--- config.mk ---
export PLATFORM = sky130hd
export DESIGN_NAME = dual_white_led_fader_with_pulse_unit
export DESIGN_NICKNAME = d
export VERILOG_FILES = /design/src/hw/rtl/dwlf_pkg.sv /design/src/hw/rtl/dwlf_div.sv /design/src/hw/rtl/dual_white_led_fader_with_pulse_unit.sv
export SDC_FILE = /design/constraint.sdc
export NUM_CORES = 1
export LEC_CHECK = 0
export BUFFER_PORTS_ARGS = -buffer_cell sky130_fd_sc_hd__buf_2
export CAP_MARGIN = 20
export CORE_AREA = 2 2 243 185
export CTS_CLUSTER_SIZE = 24
export DETAILED_ROUTE_END_ITERATION = 10
export DIE_AREA = 0 0 245 187
export PLACE_DENSITY = 0.77
export SKIP_CTS_REPAIR_TIMING = 1
export SLEW_MARGIN = 20
export SYNTH_ARGS = -nofsm -noshare
export SYNTH_HDL_FRONTEND = slang
export SYNTH_SLANG_ARGS = --single-unit
--- constraint.sdc ---
create_clock -name i_clk -period 12.15 [get_ports i_clk]
set_clock_uncertainty 0.15 [all_clocks]
set_input_delay 1.8225 -clock i_clk [delete_from_list [all_inputs] [get_ports i_clk]]
set_output_delay 1.8225 -clock i_clk [all_outputs]
set_load 0.1 [all_outputs]
--- src/hw/rtl/dwlf_pkg.sv ---
// Package for the dual white LED fader: constants, codes, state enum,
// divider request/response structs and the gamma correction table.
// No dependencies.
package dwlf_pkg;

    localparam int FADE_PERIOD_TICKS = 10;
    localparam int GAMMA_TENTHS      = 22;
    localparam int PULSE_STEPS       = 20;
    localparam int PULSE_STEP_TICKS  = 8;
    localparam int PULSE_PAUSE_TICKS = 80;

    // Shared divider: quotient always fits 8 bits, so numerator < 2^8 * divisor
    localparam int DIV_DEN_W = 16;
    localparam int DIV_QUO_W = 8;
    localparam int DIV_NUM_W = DIV_DEN_W + DIV_QUO_W;
    localparam int DIV_CNT_W = $clog2(DIV_QUO_W + 1);

    localparam logic CMD_TICK  = 1'b0;
    localparam logic CMD_PULSE = 1'b1;

    typedef enum logic [2:0] {
        CFG_LAMP_ON    = 3'd0,
        CFG_COLOR_TEMP = 3'd1,
        CFG_MAX_DUTY   = 3'd2,
        CFG_FADE_ANGLE = 3'd3,
        CFG_TEMP_MIN   = 3'd4,
        CFG_TEMP_MAX   = 3'd5,
        CFG_FADE_STEP  = 3'd6
    } t_cfg_idx;

    typedef enum logic [1:0] {
        PH_FADE_DOWN  = 2'd0,
        PH_PAUSE_LOW  = 2'd1,
        PH_FADE_UP    = 2'd2,
        PH_PAUSE_HIGH = 2'd3
    } t_pulse_phase;

    typedef enum logic [3:0] {
        ST_IDLE,
        ST_PERC,
        ST_PERC_WAIT,
        ST_SPLIT,
        ST_WARM_WAIT,
        ST_COOL_WAIT,
        ST_SLEW,
        ST_OUT,
        ST_PW_WAIT,
        ST_PC_WAIT,
        ST_LOAD
    } t_state;

    typedef struct packed {
        logic                 start;
        logic [DIV_NUM_W-1:0] num;
        logic [DIV_DEN_W-1:0] den;
    } t_div_req;

    typedef struct packed {
        logic                 done;
        logic [DIV_QUO_W-1:0] quot;
    } t_div_rsp;

    typedef logic [7:0] t_gamma_rom [256];

    // round(255 * (p/255)^(GAMMA_TENTHS/10)), evaluated at elaboration
    function automatic t_gamma_rom gamma_build();
        t_gamma_rom rom;
        real        x;
        real        y;
        for (int p = 0; p < 256; p++) begin
            x = real'(p) / 255.0;
            y = 255.0 * (x ** (real'(GAMMA_TENTHS) / 10.0)) + 0.5;
            rom[p] = 8'($rtoi(y));
        end
        return rom;
    endfunction

    localparam t_gamma_rom GAMMA_ROM = gamma_build();

endpackage

--- src/hw/rtl/dwlf_div.sv ---
// Shared restoring divider, one quotient bit per cycle.
// Depends on dwlf_pkg (widths, request/response structs).
module dwlf_div import dwlf_pkg::*; (
    input  logic     i_clk,
    input  logic     i_rst_n,
    input  t_div_req i_req,
    output t_div_rsp o_rsp
);

    logic [DIV_DEN_W-1:0] r_rem;
    logic [DIV_DEN_W-1:0] r_den;
    logic [DIV_QUO_W-1:0] r_quo;
    logic [DIV_CNT_W-1:0] r_cnt;
    logic                 r_done;

    logic [DIV_DEN_W:0]   shifted;
    logic [DIV_DEN_W:0]   diff;
    logic                 ge;

    assign shifted = {r_rem, r_quo[DIV_QUO_W-1]};
    assign diff    = shifted - {1'b0, r_den};
    assign ge      = shifted >= {1'b0, r_den};

    always_ff @(posedge i_clk) begin
        if (!i_rst_n) begin
            r_cnt  <= '0;
            r_done <= 1'b0;
        end else begin
            r_done <= 1'b0;
            if (i_req.start) begin
                r_cnt <= DIV_CNT_W'(DIV_QUO_W);
            end else if (r_cnt != '0) begin
                r_cnt  <= r_cnt - 1'b1;
                r_done <= (r_cnt == DIV_CNT_W'(1));
            end
        end
    end

    // Low numerator bits shift out of r_quo as quotient bits shift in
    always_ff @(posedge i_clk) begin
        if (i_req.start) begin
            r_rem <= i_req.num[DIV_NUM_W-1:DIV_QUO_W];
            r_quo <= i_req.num[DIV_QUO_W-1:0];
            r_den <= i_req.den;
        end else if (r_cnt != '0) begin
            r_rem <= ge ? diff[DIV_DEN_W-1:0] : shifted[DIV_DEN_W-1:0];
            r_quo <= {r_quo[DIV_QUO_W-2:0], ge};
        end
    end

    assign o_rsp.done = r_done;
    assign o_rsp.quot = r_quo;

endmodule

--- src/hw/rtl/dual_white_led_fader_with_pulse_unit.sv ---
// Dual white LED fader with pulse feedback: sequencer around one shared divider.
// Work per item: an item without division does not use the divider, an item
// while a pulse runs takes two divisions, and a tick that updates the fader up to three;
// each division holds the shared divider, which makes one quotient bit per cycle.
// One item at a time; the next is taken once the result sits in the output register.
// Synchronous active-low reset clears state and loads register defaults.
module dual_white_led_fader_with_pulse_unit import dwlf_pkg::*; (
    input  logic        i_clk,
    input  logic        i_rst_n,
    input  logic        s_axis_tvalid,
    output logic        s_axis_tready,
    input  logic [23:0] s_axis_tdata,  // shaft_angle[15:0], pulse_count[23:16]
    input  logic        s_axis_tuser,  // command
    output logic        m_axis_tvalid,
    input  logic        m_axis_tready,
    output logic [15:0] m_axis_tdata,  // warm_duty[7:0], cool_duty[15:8]
    output logic        m_axis_tuser,  // pulse_busy
    input  logic        i_cfg_we,
    input  logic [2:0]  i_cfg_idx,
    input  logic [15:0] i_cfg_data
);

    // Configuration registers
    logic        r_lamp_on;
    logic [15:0] r_color_temp;
    logic [7:0]  r_max_duty;
    logic [14:0] r_fade_angle;
    logic [15:0] r_temp_min;
    logic [15:0] r_temp_max;
    logic [7:0]  r_fade_step;

    t_state       r_state, n_state;
    logic [7:0]   r_warm_level, n_warm_level;
    logic [7:0]   r_cool_level, n_cool_level;
    logic [7:0]   r_fade_cnt, n_fade_cnt;
    logic         r_pulse_active, n_pulse_active;
    logic [7:0]   r_saved_warm, n_saved_warm;
    logic [7:0]   r_saved_cool, n_saved_cool;
    logic [7:0]   r_cycles_left, n_cycles_left;
    t_pulse_phase r_pulse_phase, n_pulse_phase;
    logic [4:0]   r_pulse_level, n_pulse_level;
    logic [6:0]   r_phase_timer, n_phase_timer;

    logic signed [15:0] r_angle, n_angle;
    logic [7:0]   r_perc, n_perc;
    logic [7:0]   r_peak, n_peak;
    logic [7:0]   r_tw, n_tw;
    logic [7:0]   r_tc, n_tc;
    logic [7:0]   r_res_warm, n_res_warm;
    logic [7:0]   r_res_cool, n_res_cool;
    logic         r_res_busy, n_res_busy;
    logic [7:0]   r_out_warm, n_out_warm;
    logic [7:0]   r_out_cool, n_out_cool;
    logic         r_out_busy, n_out_busy;
    logic         r_out_valid, n_out_valid;

    t_div_req     div_req;
    t_div_rsp     div_rsp;

    logic         in_accept;
    logic         out_free;
    logic [15:0]  ct_clamp;
    logic [15:0]  span;
    logic [15:0]  warm_diff;
    logic [15:0]  cool_diff;
    logic         angle_full;
    logic [8:0]   fade_cnt_inc;
    logic [6:0]   timer_inc;
    logic [7:0]   gamma_val;
    logic [15:0]  mul_a;
    logic [7:0]   mul_b;
    logic [23:0]  mul_p;

    dwlf_div u_div (
        .i_clk   (i_clk),
        .i_rst_n (i_rst_n),
        .i_req   (div_req),
        .o_rsp   (div_rsp)
    );

    function automatic logic [7:0] slew_level(input logic [7:0] cur, input logic [7:0] tgt,
                                              input logic [7:0] step);
        logic [8:0] up;
        logic [7:0] dn;
        logic [7:0] res;
        up  = {1'b0, cur} + {1'b0, step};
        dn  = cur - step;
        res = cur;
        if (cur < tgt) begin
            res = (up <= {1'b0, tgt}) ? up[7:0] : tgt;
        end else if (cur > tgt) begin
            res = (cur > step && dn >= tgt) ? dn : tgt;
        end
        return res;
    endfunction

    always_ff @(posedge i_clk) begin
        if (!i_rst_n) begin
            r_lamp_on    <= 1'b1;
            r_color_temp <= 16'd250;
            r_max_duty   <= 8'd255;
            r_fade_angle <= 15'd4096;
            r_temp_min   <= 16'd153;
            r_temp_max   <= 16'd500;
            r_fade_step  <= 8'd1;
        end else if (i_cfg_we) begin
            case (t_cfg_idx'(i_cfg_idx))
                CFG_LAMP_ON:    r_lamp_on    <= i_cfg_data[0];
                CFG_COLOR_TEMP: r_color_temp <= i_cfg_data;
                CFG_MAX_DUTY:   r_max_duty   <= i_cfg_data[7:0];
                CFG_FADE_ANGLE: r_fade_angle <= i_cfg_data[14:0];
                CFG_TEMP_MIN:   r_temp_min   <= i_cfg_data;
                CFG_TEMP_MAX:   r_temp_max   <= i_cfg_data;
                CFG_FADE_STEP:  r_fade_step  <= i_cfg_data[7:0];
                default: ;
            endcase
        end
    end

    assign in_accept = s_axis_tvalid && s_axis_tready;
    assign out_free  = !r_out_valid || m_axis_tready;

    assign ct_clamp  = (r_color_temp < r_temp_min) ? r_temp_min :
                       (r_color_temp > r_temp_max) ? r_temp_max : r_color_temp;
    assign span      = r_temp_max - r_temp_min;
    assign warm_diff = ct_clamp - r_temp_min;
    assign cool_diff = r_temp_max - ct_clamp;

    // Any positive angle counts as full ramp when fade_angle is zero
    assign angle_full   = (r_fade_angle == '0) || (r_angle[14:0] >= r_fade_angle);
    assign fade_cnt_inc = {1'b0, r_fade_cnt} + 9'd1;
    assign timer_inc    = r_phase_timer + 7'd1;
    assign gamma_val    = GAMMA_ROM[r_perc];
    assign mul_p        = mul_a * mul_b;

    always_comb begin
        n_state        = r_state;
        n_warm_level   = r_warm_level;
        n_cool_level   = r_cool_level;
        n_fade_cnt     = r_fade_cnt;
        n_pulse_active = r_pulse_active;
        n_saved_warm   = r_saved_warm;
        n_saved_cool   = r_saved_cool;
        n_cycles_left  = r_cycles_left;
        n_pulse_phase  = r_pulse_phase;
        n_pulse_level  = r_pulse_level;
        n_phase_timer  = r_phase_timer;
        n_angle        = r_angle;
        n_perc         = r_perc;
        n_peak         = r_peak;
        n_tw           = r_tw;
        n_tc           = r_tc;
        n_res_warm     = r_res_warm;
        n_res_cool     = r_res_cool;
        n_res_busy     = r_res_busy;
        n_out_warm     = r_out_warm;
        n_out_cool     = r_out_cool;
        n_out_busy     = r_out_busy;
        n_out_valid    = r_out_valid && !m_axis_tready;
        mul_a          = '0;
        mul_b          = '0;
        div_req.start  = 1'b0;
        div_req.num    = DIV_NUM_W'(mul_p);
        div_req.den    = DIV_DEN_W'(PULSE_STEPS);
        s_axis_tready  = 1'b0;

        case (r_state)
            ST_IDLE: begin
                s_axis_tready = 1'b1;
                if (s_axis_tvalid) begin
                    n_state = ST_OUT;
                    if (s_axis_tuser == CMD_PULSE) begin
                        if (s_axis_tdata[23:16] != 8'd0 && !r_pulse_active) begin
                            n_saved_warm   = r_warm_level;
                            n_saved_cool   = r_cool_level;
                            n_cycles_left  = s_axis_tdata[23:16];
                            n_pulse_active = 1'b1;
                            n_pulse_phase  = PH_FADE_DOWN;
                            n_pulse_level  = 5'(PULSE_STEPS);
                            n_phase_timer  = '0;
                        end
                    end else begin
                        n_angle    = s_axis_tdata[15:0];
                        n_fade_cnt = (fade_cnt_inc >= 9'(FADE_PERIOD_TICKS)) ?
                                     8'd0 : fade_cnt_inc[7:0];
                        if (r_pulse_active) begin
                            n_phase_timer = timer_inc;
                            case (r_pulse_phase)
                                PH_FADE_DOWN, PH_FADE_UP: begin
                                    if (timer_inc >= 7'(PULSE_STEP_TICKS)) begin
                                        n_phase_timer = '0;
                                        if (r_pulse_phase == PH_FADE_DOWN) begin
                                            if (r_pulse_level == '0) begin
                                                n_pulse_phase = PH_PAUSE_LOW;
                                            end else begin
                                                n_pulse_level = r_pulse_level - 5'd1;
                                            end
                                        end else begin
                                            if (r_pulse_level >= 5'(PULSE_STEPS)) begin
                                                n_pulse_phase = PH_PAUSE_HIGH;
                                            end else begin
                                                n_pulse_level = r_pulse_level + 5'd1;
                                            end
                                        end
                                    end
                                end
                                PH_PAUSE_LOW: begin
                                    if (timer_inc >= 7'(PULSE_PAUSE_TICKS)) begin
                                        n_phase_timer = '0;
                                        n_pulse_phase = PH_FADE_UP;
                                        n_pulse_level = '0;
                                    end
                                end
                                PH_PAUSE_HIGH: begin
                                    if (timer_inc >= 7'(PULSE_PAUSE_TICKS)) begin
                                        n_phase_timer = '0;
                                        n_cycles_left = r_cycles_left - 8'd1;
                                        n_pulse_phase = PH_FADE_DOWN;
                                        n_pulse_level = 5'(PULSE_STEPS);
                                        // last cycle done: restore the saved duties
                                        if (r_cycles_left == 8'd1) begin
                                            n_warm_level   = r_saved_warm;
                                            n_cool_level   = r_saved_cool;
                                            n_pulse_active = 1'b0;
                                            n_pulse_level  = '0;
                                        end
                                    end
                                end
                                default: ;
                            endcase
                        end else if (r_fade_cnt == 8'd0) begin
                            n_state = ST_PERC;
                        end
                    end
                end
            end

            ST_PERC: begin
                if (!r_lamp_on) begin
                    n_tw    = '0;
                    n_tc    = '0;
                    n_state = ST_SLEW;
                end else if (r_angle[15] || r_angle == '0) begin
                    n_perc  = '0;
                    n_state = ST_SPLIT;
                end else if (angle_full) begin
                    n_perc  = r_max_duty;
                    n_state = ST_SPLIT;
                end else begin
                    // (2*angle*max_duty + fade_angle) / (2*fade_angle) rounds to nearest
                    mul_a         = {1'b0, r_angle[14:0]};
                    mul_b         = r_max_duty;
                    div_req.start = 1'b1;
                    div_req.num   = {mul_p[DIV_NUM_W-2:0], 1'b0} + DIV_NUM_W'(r_fade_angle);
                    div_req.den   = {r_fade_angle, 1'b0};
                    n_state       = ST_PERC_WAIT;
                end
            end

            ST_PERC_WAIT: begin
                if (div_rsp.done) begin
                    n_perc  = div_rsp.quot;
                    n_state = ST_SPLIT;
                end
            end

            ST_SPLIT: begin
                n_peak = gamma_val;
                if (r_temp_max <= r_temp_min) begin
                    n_tw    = gamma_val;
                    n_tc    = '0;
                    n_state = ST_SLEW;
                end else begin
                    mul_a         = warm_diff;
                    mul_b         = gamma_val;
                    div_req.start = 1'b1;
                    div_req.den   = span;
                    n_state       = ST_WARM_WAIT;
                end
            end

            ST_WARM_WAIT: begin
                if (div_rsp.done) begin
                    n_tw          = div_rsp.quot;
                    mul_a         = cool_diff;
                    mul_b         = r_peak;
                    div_req.start = 1'b1;
                    div_req.den   = span;
                    n_state       = ST_COOL_WAIT;
                end
            end

            ST_COOL_WAIT: begin
                if (div_rsp.done) begin
                    n_tc    = div_rsp.quot;
                    n_state = ST_SLEW;
                end
            end

            ST_SLEW: begin
                n_warm_level = slew_level(r_warm_level, r_tw, r_fade_step);
                n_cool_level = slew_level(r_cool_level, r_tc, r_fade_step);
                n_state      = ST_OUT;
            end

            ST_OUT: begin
                if (r_pulse_active) begin
                    mul_a         = {8'd0, r_saved_warm};
                    mul_b         = {3'd0, r_pulse_level};
                    div_req.start = 1'b1;
                    n_state       = ST_PW_WAIT;
                end else begin
                    n_res_warm = r_warm_level;
                    n_res_cool = r_cool_level;
                    n_res_busy = 1'b0;
                    n_state    = ST_LOAD;
                end
            end

            ST_PW_WAIT: begin
                if (div_rsp.done) begin
                    n_res_warm    = div_rsp.quot;
                    mul_a         = {8'd0, r_saved_cool};
                    mul_b         = {3'd0, r_pulse_level};
                    div_req.start = 1'b1;
                    n_state       = ST_PC_WAIT;
                end
            end

            ST_PC_WAIT: begin
                if (div_rsp.done) begin
                    n_res_cool = div_rsp.quot;
                    n_res_busy = 1'b1;
                    n_state    = ST_LOAD;
                end
            end

            ST_LOAD: begin
                // hold until the output register is free or being drained
                if (out_free) begin
                    n_out_warm  = r_res_warm;
                    n_out_cool  = r_res_cool;
                    n_out_busy  = r_res_busy;
                    n_out_valid = 1'b1;
                    n_state     = ST_IDLE;
                end
            end

            default: n_state = ST_IDLE;
        endcase

        if (!in_accept && r_state == ST_IDLE) begin
            n_state = ST_IDLE;
        end
    end

    always_ff @(posedge i_clk) begin
        if (!i_rst_n) begin
            r_state        <= ST_IDLE;
            r_warm_level   <= '0;
            r_cool_level   <= '0;
            r_fade_cnt     <= '0;
            r_pulse_active <= 1'b0;
            r_saved_warm   <= '0;
            r_saved_cool   <= '0;
            r_cycles_left  <= '0;
            r_pulse_phase  <= PH_FADE_DOWN;
            r_pulse_level  <= '0;
            r_phase_timer  <= '0;
            r_out_valid    <= 1'b0;
        end else begin
            r_state        <= n_state;
            r_warm_level   <= n_warm_level;
            r_cool_level   <= n_cool_level;
            r_fade_cnt     <= n_fade_cnt;
            r_pulse_active <= n_pulse_active;
            r_saved_warm   <= n_saved_warm;
            r_saved_cool   <= n_saved_cool;
            r_cycles_left  <= n_cycles_left;
            r_pulse_phase  <= n_pulse_phase;
            r_pulse_level  <= n_pulse_level;
            r_phase_timer  <= n_phase_timer;
            r_out_valid    <= n_out_valid;
        end
    end

    always_ff @(posedge i_clk) begin
        r_angle    <= n_angle;
        r_perc     <= n_perc;
        r_peak     <= n_peak;
        r_tw       <= n_tw;
        r_tc       <= n_tc;
        r_res_warm <= n_res_warm;
        r_res_cool <= n_res_cool;
        r_res_busy <= n_res_busy;
        r_out_warm <= n_out_warm;
        r_out_cool <= n_out_cool;
        r_out_busy <= n_out_busy;
    end

    assign m_axis_tvalid = r_out_valid;
    assign m_axis_tdata  = {r_out_cool, r_out_warm};
    assign m_axis_tuser  = r_out_busy;

    a_one_item_at_a_time: assert property (@(posedge i_clk) disable iff (!i_rst_n)
        in_accept |=> !s_axis_tready)
        else $error("item accepted while previous item still in work");

    a_idle_pulse_level: assert property (@(posedge i_clk) disable iff (!i_rst_n)
        !r_pulse_active |-> r_pulse_level == '0)
        else $error("pulse level left nonzero with no pulse running");

    a_div_done_expected: assert property (@(posedge i_clk) disable iff (!i_rst_n)
        div_rsp.done |-> (r_state == ST_PERC_WAIT || r_state == ST_WARM_WAIT ||
                          r_state == ST_COOL_WAIT || r_state == ST_PW_WAIT ||
                          r_state == ST_PC_WAIT))
        else $error("divider finished while sequencer was not waiting");

endmodule
==> load_flow_metrics.sql, run 1 <==
INSERT INTO impl_metrics (metric_group, metric, value, unit) VALUES
('outcome', 'run_status', 'finished clean', ''),
('synth', 'postSynthNetCount', '3489', ''),
('synth', 'synth_area_per_cell', '8.40', 'µm²'),
('hold_path', 'hold_end', 'r_out_cool[3]$_DFFE_PP_', ''),
('synth', 'ys_seq_area_share', '26.0', '%'),
('synth', 'synth_warnings', '0', ''),
('finish', 'layout.cells.non_filler', '3697', ''),
('finish', 'nets', '3499', ''),
('synth', 'syn_inst', '3076', ''),
('grt', 'grt_pass1_wl', '122000', 'µm'),
('sta', 'report.final.hold_viol_count', '0', ''),
('grt', 'number_of_global_route_vias_before_repair', '21800', ''),
('clock_network', 'worst_setup_hold_path_clk_slew', '60', 'ps'),
('floorplan', 'effective_utilization_at_floorplan', '58.9', '%'),
('routing', 'drt_drc_violations_left', '0', ''),
('sta', 'fin_ws', '849', 'ps'),
('hold_path', 'min_path_type', 'register to register', ''),
('worst_setup_path', 'crit_path_start_kind', 'register', ''),
('sta', 'rsz0062_at_grt', 'no', ''),
('hold_path', 'hp-start', 'r_res_cool[3]$_DFFE_PP_', ''),
('sta', 'fmaxAchievable', '0.0885', 'GHz'),
('clock_network', 'clock_tree.root_cell', 'clkbuf_16', ''),
('worst_setup_path', 'critical_path_class', 'register to register', ''),
('synth', 'yosysUniqueCellTypes', '97', ''),
('floorplan', 'core_area', '43800', 'µm²'),
('worst_setup_path', 'timing.critical_path.required', '12300', 'ps'),
('routing', 'dr.first_iter.drc_count', '2930', ''),
('pwr', 'power_density', '151', 'nW/µm²'),
('grt', 'pin_count_of_the_biggest_net_entering_global_routing', '104', ''),
('finish', 'post_route_cells_drive_above_1_share', '7.85', '%'),
('synth', 'asyncSetResetFlopFracSynth', '0', '%'),
('pwr', 'peakVddDrop', '0.134', 'mV'),
('worst_setup_path', 'crit-reg2reg-launch', 'r_temp_min[13]$_SDFFE_PN0P_', ''),
('routing', 'drt-vias-per-instance', '6.38', ''),
('clock_network', 'cts_buffer_depth', '3', ''),
('placed_design', 'gp_routability_congestion', '1.02', ''),
('routing', 'average_routed_wire_per_standard_cell', '21.1', 'µm'),
('sta', 'slew-limit-headroom', '19.7', '%'),
('placed_design', 'place_hpwl', '60600', 'µm'),
('routing', 'drt-total-wl', '78100', 'µm'),
('sta', 'finalCriticalPeriod', '11300', 'ps'),
('grt', 'antenna_violations_before_repair', '2', ''),
('routing', 'first_pass_iteration_count_of_the_detailed_router', '8', ''),
('clock_network', 'cts.htree.levels', '1', ''),
('floorplan', 'top_level_ports', '68', ''),
('grt', 'grt_usage', '33.4', '%'),
('grt', 'grt_remaining_overflow', '0', ''),
('sta', 'min_period_over_period', '93.0', '%'),
('routing', 'wl_met1', '35600', 'µm'),
('clock_network', 'cts_tree', 'done', ''),
('synth', 'top_ff_cell_synth', 'dfxtp_1', ''),
('worst_setup_path', 'critical_path.max_stage_delay', '1010', 'ps'),
('routing', 'detail-route-antenna-nets', '0', ''),
('worst_setup_path', 'critical_path.slowest_cell', 'a2111oi_0', ''),
('run', 'timing.max_cap.violations', '0', ''),
('worst_setup_path', 'worst-r2r-cell-count', '43', ''),
('finish', 'mostFrequentLayoutCells', '325 x nand2_1, 287 x inv_1, 270 x ha_1', ''),
('floorplan', 'die_h', '187', 'µm'),
('placed_design', 'dp_slack', '1240', 'ps'),
('finish', 'regArea', '6730', 'µm²'),
('synth', 'ys_ff_latch', '275', ''),
('routing', 'detailed_route_via_count', '23600', ''),
('worst_setup_path', 'reg2reg_setup_slack', '850', 'ps'),
('sta', 'fin_worst_hold_slack', '270', 'ps'),
('routing', 'route.met3.wl', '8650', 'µm'),
('finish', 'multiInputGateArea', '17600', 'µm²'),
('worst_setup_path', 'timing.rr.end', 'u_div.r_rem[15]$_DFFE_PP_', ''),
('worst_setup_path', 'end_kind', 'register', ''),
('worst_setup_path', 'critPathMaxFanout', '34', ''),
('placed_design', 'post-place-cells', '3638', ''),
('finish', 'final_area', '27700', 'µm²');
[cells in the mapped netlist (all sizes together), types with 59 or more instances]
library cell,number,area share (%)
dfxtp,153,12
edfxtp,122,14
nand3,64,1.2
nor2,254,3.7
ha,270,13
a21boi,77,2.2
fa,94,7.3
clkbuf,85,1.2
a21o,59,1.7
o21ai,169,3.3
a21oi,186,3.6
inv,287,4.2
nand2,325,4.7
[cell families (layout without fill, tap and decap cells)]
kind of cell | after synthesis | in the layout | share of synthesized area [%]
flops | 275 | 275 | 26.0
buf+inv | 407 | 441 | 6.15
fa+ha+maj | 364 | 364 | 20.4
simple gates | 995 | 995 | 18.3
mux | 69 | 69 | 3.00
compound gates | 875 | 875 | 23.0
xor+xnor | 91 | 91 | 3.09
other cells | 0 | 1 | 0
[how the worst max path moves through the flow]
stage | slack, ps | to
global placement | 1540 | u_div.r_rem[14]$_DFFE_PP_
global route | 220 | u_div.r_rem[15]$_DFFE_PP_
detailed placement | 1240 | u_div.r_rem[15]$_DFFE_PP_
CTS | 1150 | u_div.r_rem[15]$_DFFE_PP_
floorplan | 2170 | u_div.r_rem[15]$_DFFE_PP_
finish | 850 | u_div.r_rem[15]$_DFFE_PP_
[worst max-delay path: cells and delay by family, from the launching register on]
family / cells / cell delay (ps)
adders and majority gates: 8 / 3350
and+or+nand+nor: 8 / 1660
xor gates and xnor gates: 3 / 390
DFF: 1 / 360
AOI/OAI and AO/OA: 17 / 4320
buffers and inverters: 7 / 760
[report_power, final]
| group | switching [mW] | total (mW) | leakage, nW | internal [mW] |
|---|---|---|---|---|
| Combinational | 1.19 | 1.92 | 9.12 | 0.732 |
| Clock | 0.397 | 0.943 | 0.499 | 0.546 |
| Sequential | 0.171 | 1.33 | 2.36 | 1.16 |
[layer usage]
metal	GRT usage, %	vias up
li1	-	11100
met1	50.8	11200
met2	48.3	1220
met3	6.97	162
met4	7.86	2
met5	0	-
[state kept, by name, summed over array words and instances (netlist names), 15 cells and up]
register / count
r_temp_max: 16
u_div.r_den: 16
r_fade_angle: 15
r_angle: 16
u_div.r_rem: 16
r_color_temp: 16
r_temp_min: 16
[area by class of cell]
class                      instances  area share, %
antenna                            1        0.00904
clock buffer                      44           3.17
clock inverter                    12          0.502
inverter                         289           3.92
multi-input combinational       2394           63.5
sequential                       275           24.3
tap                              586           2.65
timing repair buffer              96           1.99
(Power assumes the default switching activity.)
==> run 2, diff against run 1 <==
- clock period: 12.15 -> 13.3 ns (I/O delays scaled with it)
==> run 2 against run 1 <==
Net effect: fmax fell by 0.81%; non-clock buffer count down 3; via count is 0.78% higher; first-iteration DRC count shrank 3.8%; final cell count is 0.22% lower; wire length is 0.35% lower; clock-buffer cell count down 9; power down 9.9%; hold slack got worse by 2.3 ps; critical path type unchanged.
==> load_flow_metrics.sql, run 2 (synthesized netlist as in run 1, its figures left out) <==
INSERT INTO impl_metrics (metric_group, metric, value, unit) VALUES
('floorplan', 'effective_utilization_at_floorplan', '58.9', '%'),
('finish', 'synth_to_final_area_change', '6.91', '%'),
('routing', 'average_routed_wire_per_standard_cell', '21.1', 'µm'),
('sta', 'report.final.hold_viol_count', '0', ''),
('sta', 'finalCriticalPeriod', '11390', 'ps'),
('clock_network', 'clkSinkCount', '275', ''),
('floorplan', 'core.rowCount', '67', ''),
('sta', 'transition_time_at_the_pin_with_the_least_slew_margin', '1110', 'ps'),
('grt', 'grt_pass1_wl', '122000', 'µm'),
('finish', 'layout.core_utilization', '63.0', '%'),
('routing', 'first_pass_iteration_count_of_the_detailed_router', '9', ''),
('clock_network', 'cts.htree.levels', '1', ''),
('placed_design', 'gp_routability_congestion', '0.992', ''),
('sta', 'min_period_over_period', '85.7', '%'),
('sta', 'rsz0062_at_grt', 'no', ''),
('finish', 'layout.cells.most_common', 'nand2_1', ''),
('grt', 'grt_remaining_overflow', '0', ''),
('floorplan', 'die_width', '245', 'µm'),
('clock_network', 'cts_buffer_depth', '3', ''),
('finish', 'mostFrequentLayoutCells', '325 x nand2_1, 287 x inv_1, 270 x ha_1', ''),
('grt', 'pin_count_of_the_biggest_net_entering_global_routing', '104', ''),
('pwr', 'power_density', '137', 'nW/µm²'),
('floorplan', 'core_area', '43800', 'µm²'),
('sta', 'post_route_setup_tns', '0', 'ps'),
('worst_setup_path', 'critPathMaxFanout', '38', ''),
('worst_setup_path', 'critical_path.max_stage_delay', '800', 'ps'),
('floorplan', 'top_level_ports', '68', ''),
('routing', 'drt_drc_violations_left', '0', ''),
('worst_setup_path', 'crit_path_start_kind', 'register', ''),
('sta', 'finalMaxSlewViolations', '0', ''),
('routing', 'detail-route-antenna-nets', '0', ''),
('routing', 'drt-total-wl', '77800', 'µm'),
('clock_network', 'clk_latency', '580', 'ps'),
('worst_setup_path', 'end_kind', 'register', ''),
('clock_network', 'worst_setup_hold_path_clk_slew', '70', 'ps'),
('finish', 'num_antenna_cells', '0', ''),
('hold_path', 'min_path_type', 'register to register', ''),
('clock_network', 'clock_tree.root_cell', 'clkbuf_16', ''),
('sta', 'fin_ws', '1910', 'ps'),
('routing', 'drt-vias-per-instance', '6.45', ''),
('worst_setup_path', 'worst_ep_arrival_time', '11530', 'ps'),
('sta', 'slew-limit-headroom', '25.8', '%'),
('placed_design', 'dp_slack', '2240', 'ps'),
('floorplan', 'die_h', '187', 'µm'),
('sta', 'timing.final.setup_violations', '0', ''),
('run', 'timing.max_cap.violations', '0', ''),
('clock_network', 'cts_tree', 'done', ''),
('pwr', 'total_leakage_power', '12.0', 'nW'),
('sta', 'fmaxAchievable', '0.0878', 'GHz'),
('grt', 'number_of_global_route_vias_before_repair', '22200', ''),
('worst_setup_path', 'critical_path.slowest_cell', 'a221oi_1', ''),
('routing', 'dr.first_iter.drc_count', '2820', ''),
('pwr', 'peakVddDrop', '0.105', 'mV'),
('worst_setup_path', 'timing.critical_path.required', '13430', 'ps'),
('finish', 'nets', '3494', ''),
('finish', 'post_route_cells_drive_above_1_share', '7.67', '%'),
('worst_setup_path', 'critical_path_class', 'register to register', ''),
('outcome', 'run_status', 'finished clean', ''),
('routing', 'detailed_route_via_count', '23800', ''),
('placed_design', 'place_hpwl', '60800', 'µm'),
('placed_design', 'place.port_buffers', '67', ''),
('grt', 'antenna_violations_before_repair', '1', ''),
('worst_setup_path', 'cpMostUsedCell', 'inv_1', ''),
('clock_network', 'number_of_buffers_added_by_the_clock_tree_synthesis_step', '28', ''),
('floorplan', 'floorplan_die_area', '45800', 'µm²'),
('grt', 'grt_usage', '33.4', '%');
## run 2: area by class of cell
class / count / area [µm²]
inverter: 289 / 1080
clock buffer: 35 / 778
multi-input combinational: 2394 / 17600
clock inverter: 17 / 194
tap: 586 / 733
sequential: 275 / 6730
timing repair buffer: 93 / 528
fill: 3689 / 16200
## run 2: routing by layer
metal / global-route usage [%] / routed length, µm / up-vias / share of wire (%)
li1: - / - / 11000 / -
met1: 49.5 / 34500 / 11400 / 44
met2: 49.4 / 32200 / 1216 / 41
met3: 8.45 / 9460 / 136 / 12
met4: 6.57 / 1640 / 2 / 2.1
met5: 0 / 19 / - / 0.024
## run 2: worst paths after layout
path | depth (start not counted) | end | from | slack, ps
worst min-delay path | 0 | r_out_warm[1]$_DFFE_PP_ | r_res_warm[1]$_DFFE_PP_ | 270
worst min register to register | 0 | r_out_warm[1]$_DFFE_PP_ | r_res_warm[1]$_DFFE_PP_ | 270
worst max-delay path | 39 | u_div.r_rem[15]$_DFFE_PP_ | r_temp_min[13]$_SDFFE_PN0P_ | 1910
worst max register to register | 39 | u_div.r_rem[15]$_DFFE_PP_ | r_temp_min[13]$_SDFFE_PN0P_ | 1910
## run 2: metrics by stage
| step | power [mW] | hold slack (ps) | std cells | area, µm² |
|---|---|---|---|---|
| 3_3_place_gp | 2.84 | 254 | 3635 | 26600 |
| 2_1_floorplan | 2.43 | 250 | 3076 | 25800 |
| 6_report | 3.77 | 268 | 3689 | 27600 |
| 5_1_grt | 4.00 | 278 | 3689 | 27600 |
| 4_1_cts | 3.73 | 268 | 3687 | 27600 |
| 3_5_place_dp | 2.89 | 255 | 3635 | 26600 |
## run 2: power breakdown
group | internal [mW] | switching (mW)
Clock | 0.478 | 0.353
Combinational | 0.662 | 1.07
Sequential | 1.06 | 0.155
Total | 2.20 | 1.58
## run 2: critical path, delay by kind of cell (launching register included)
kind	cells	cell delay, ps
fa+ha+maj	8	3540
buf+inv	7	720
xor+xnor	3	510
simple gates	5	850
flops	1	360
compound gates	16	4960
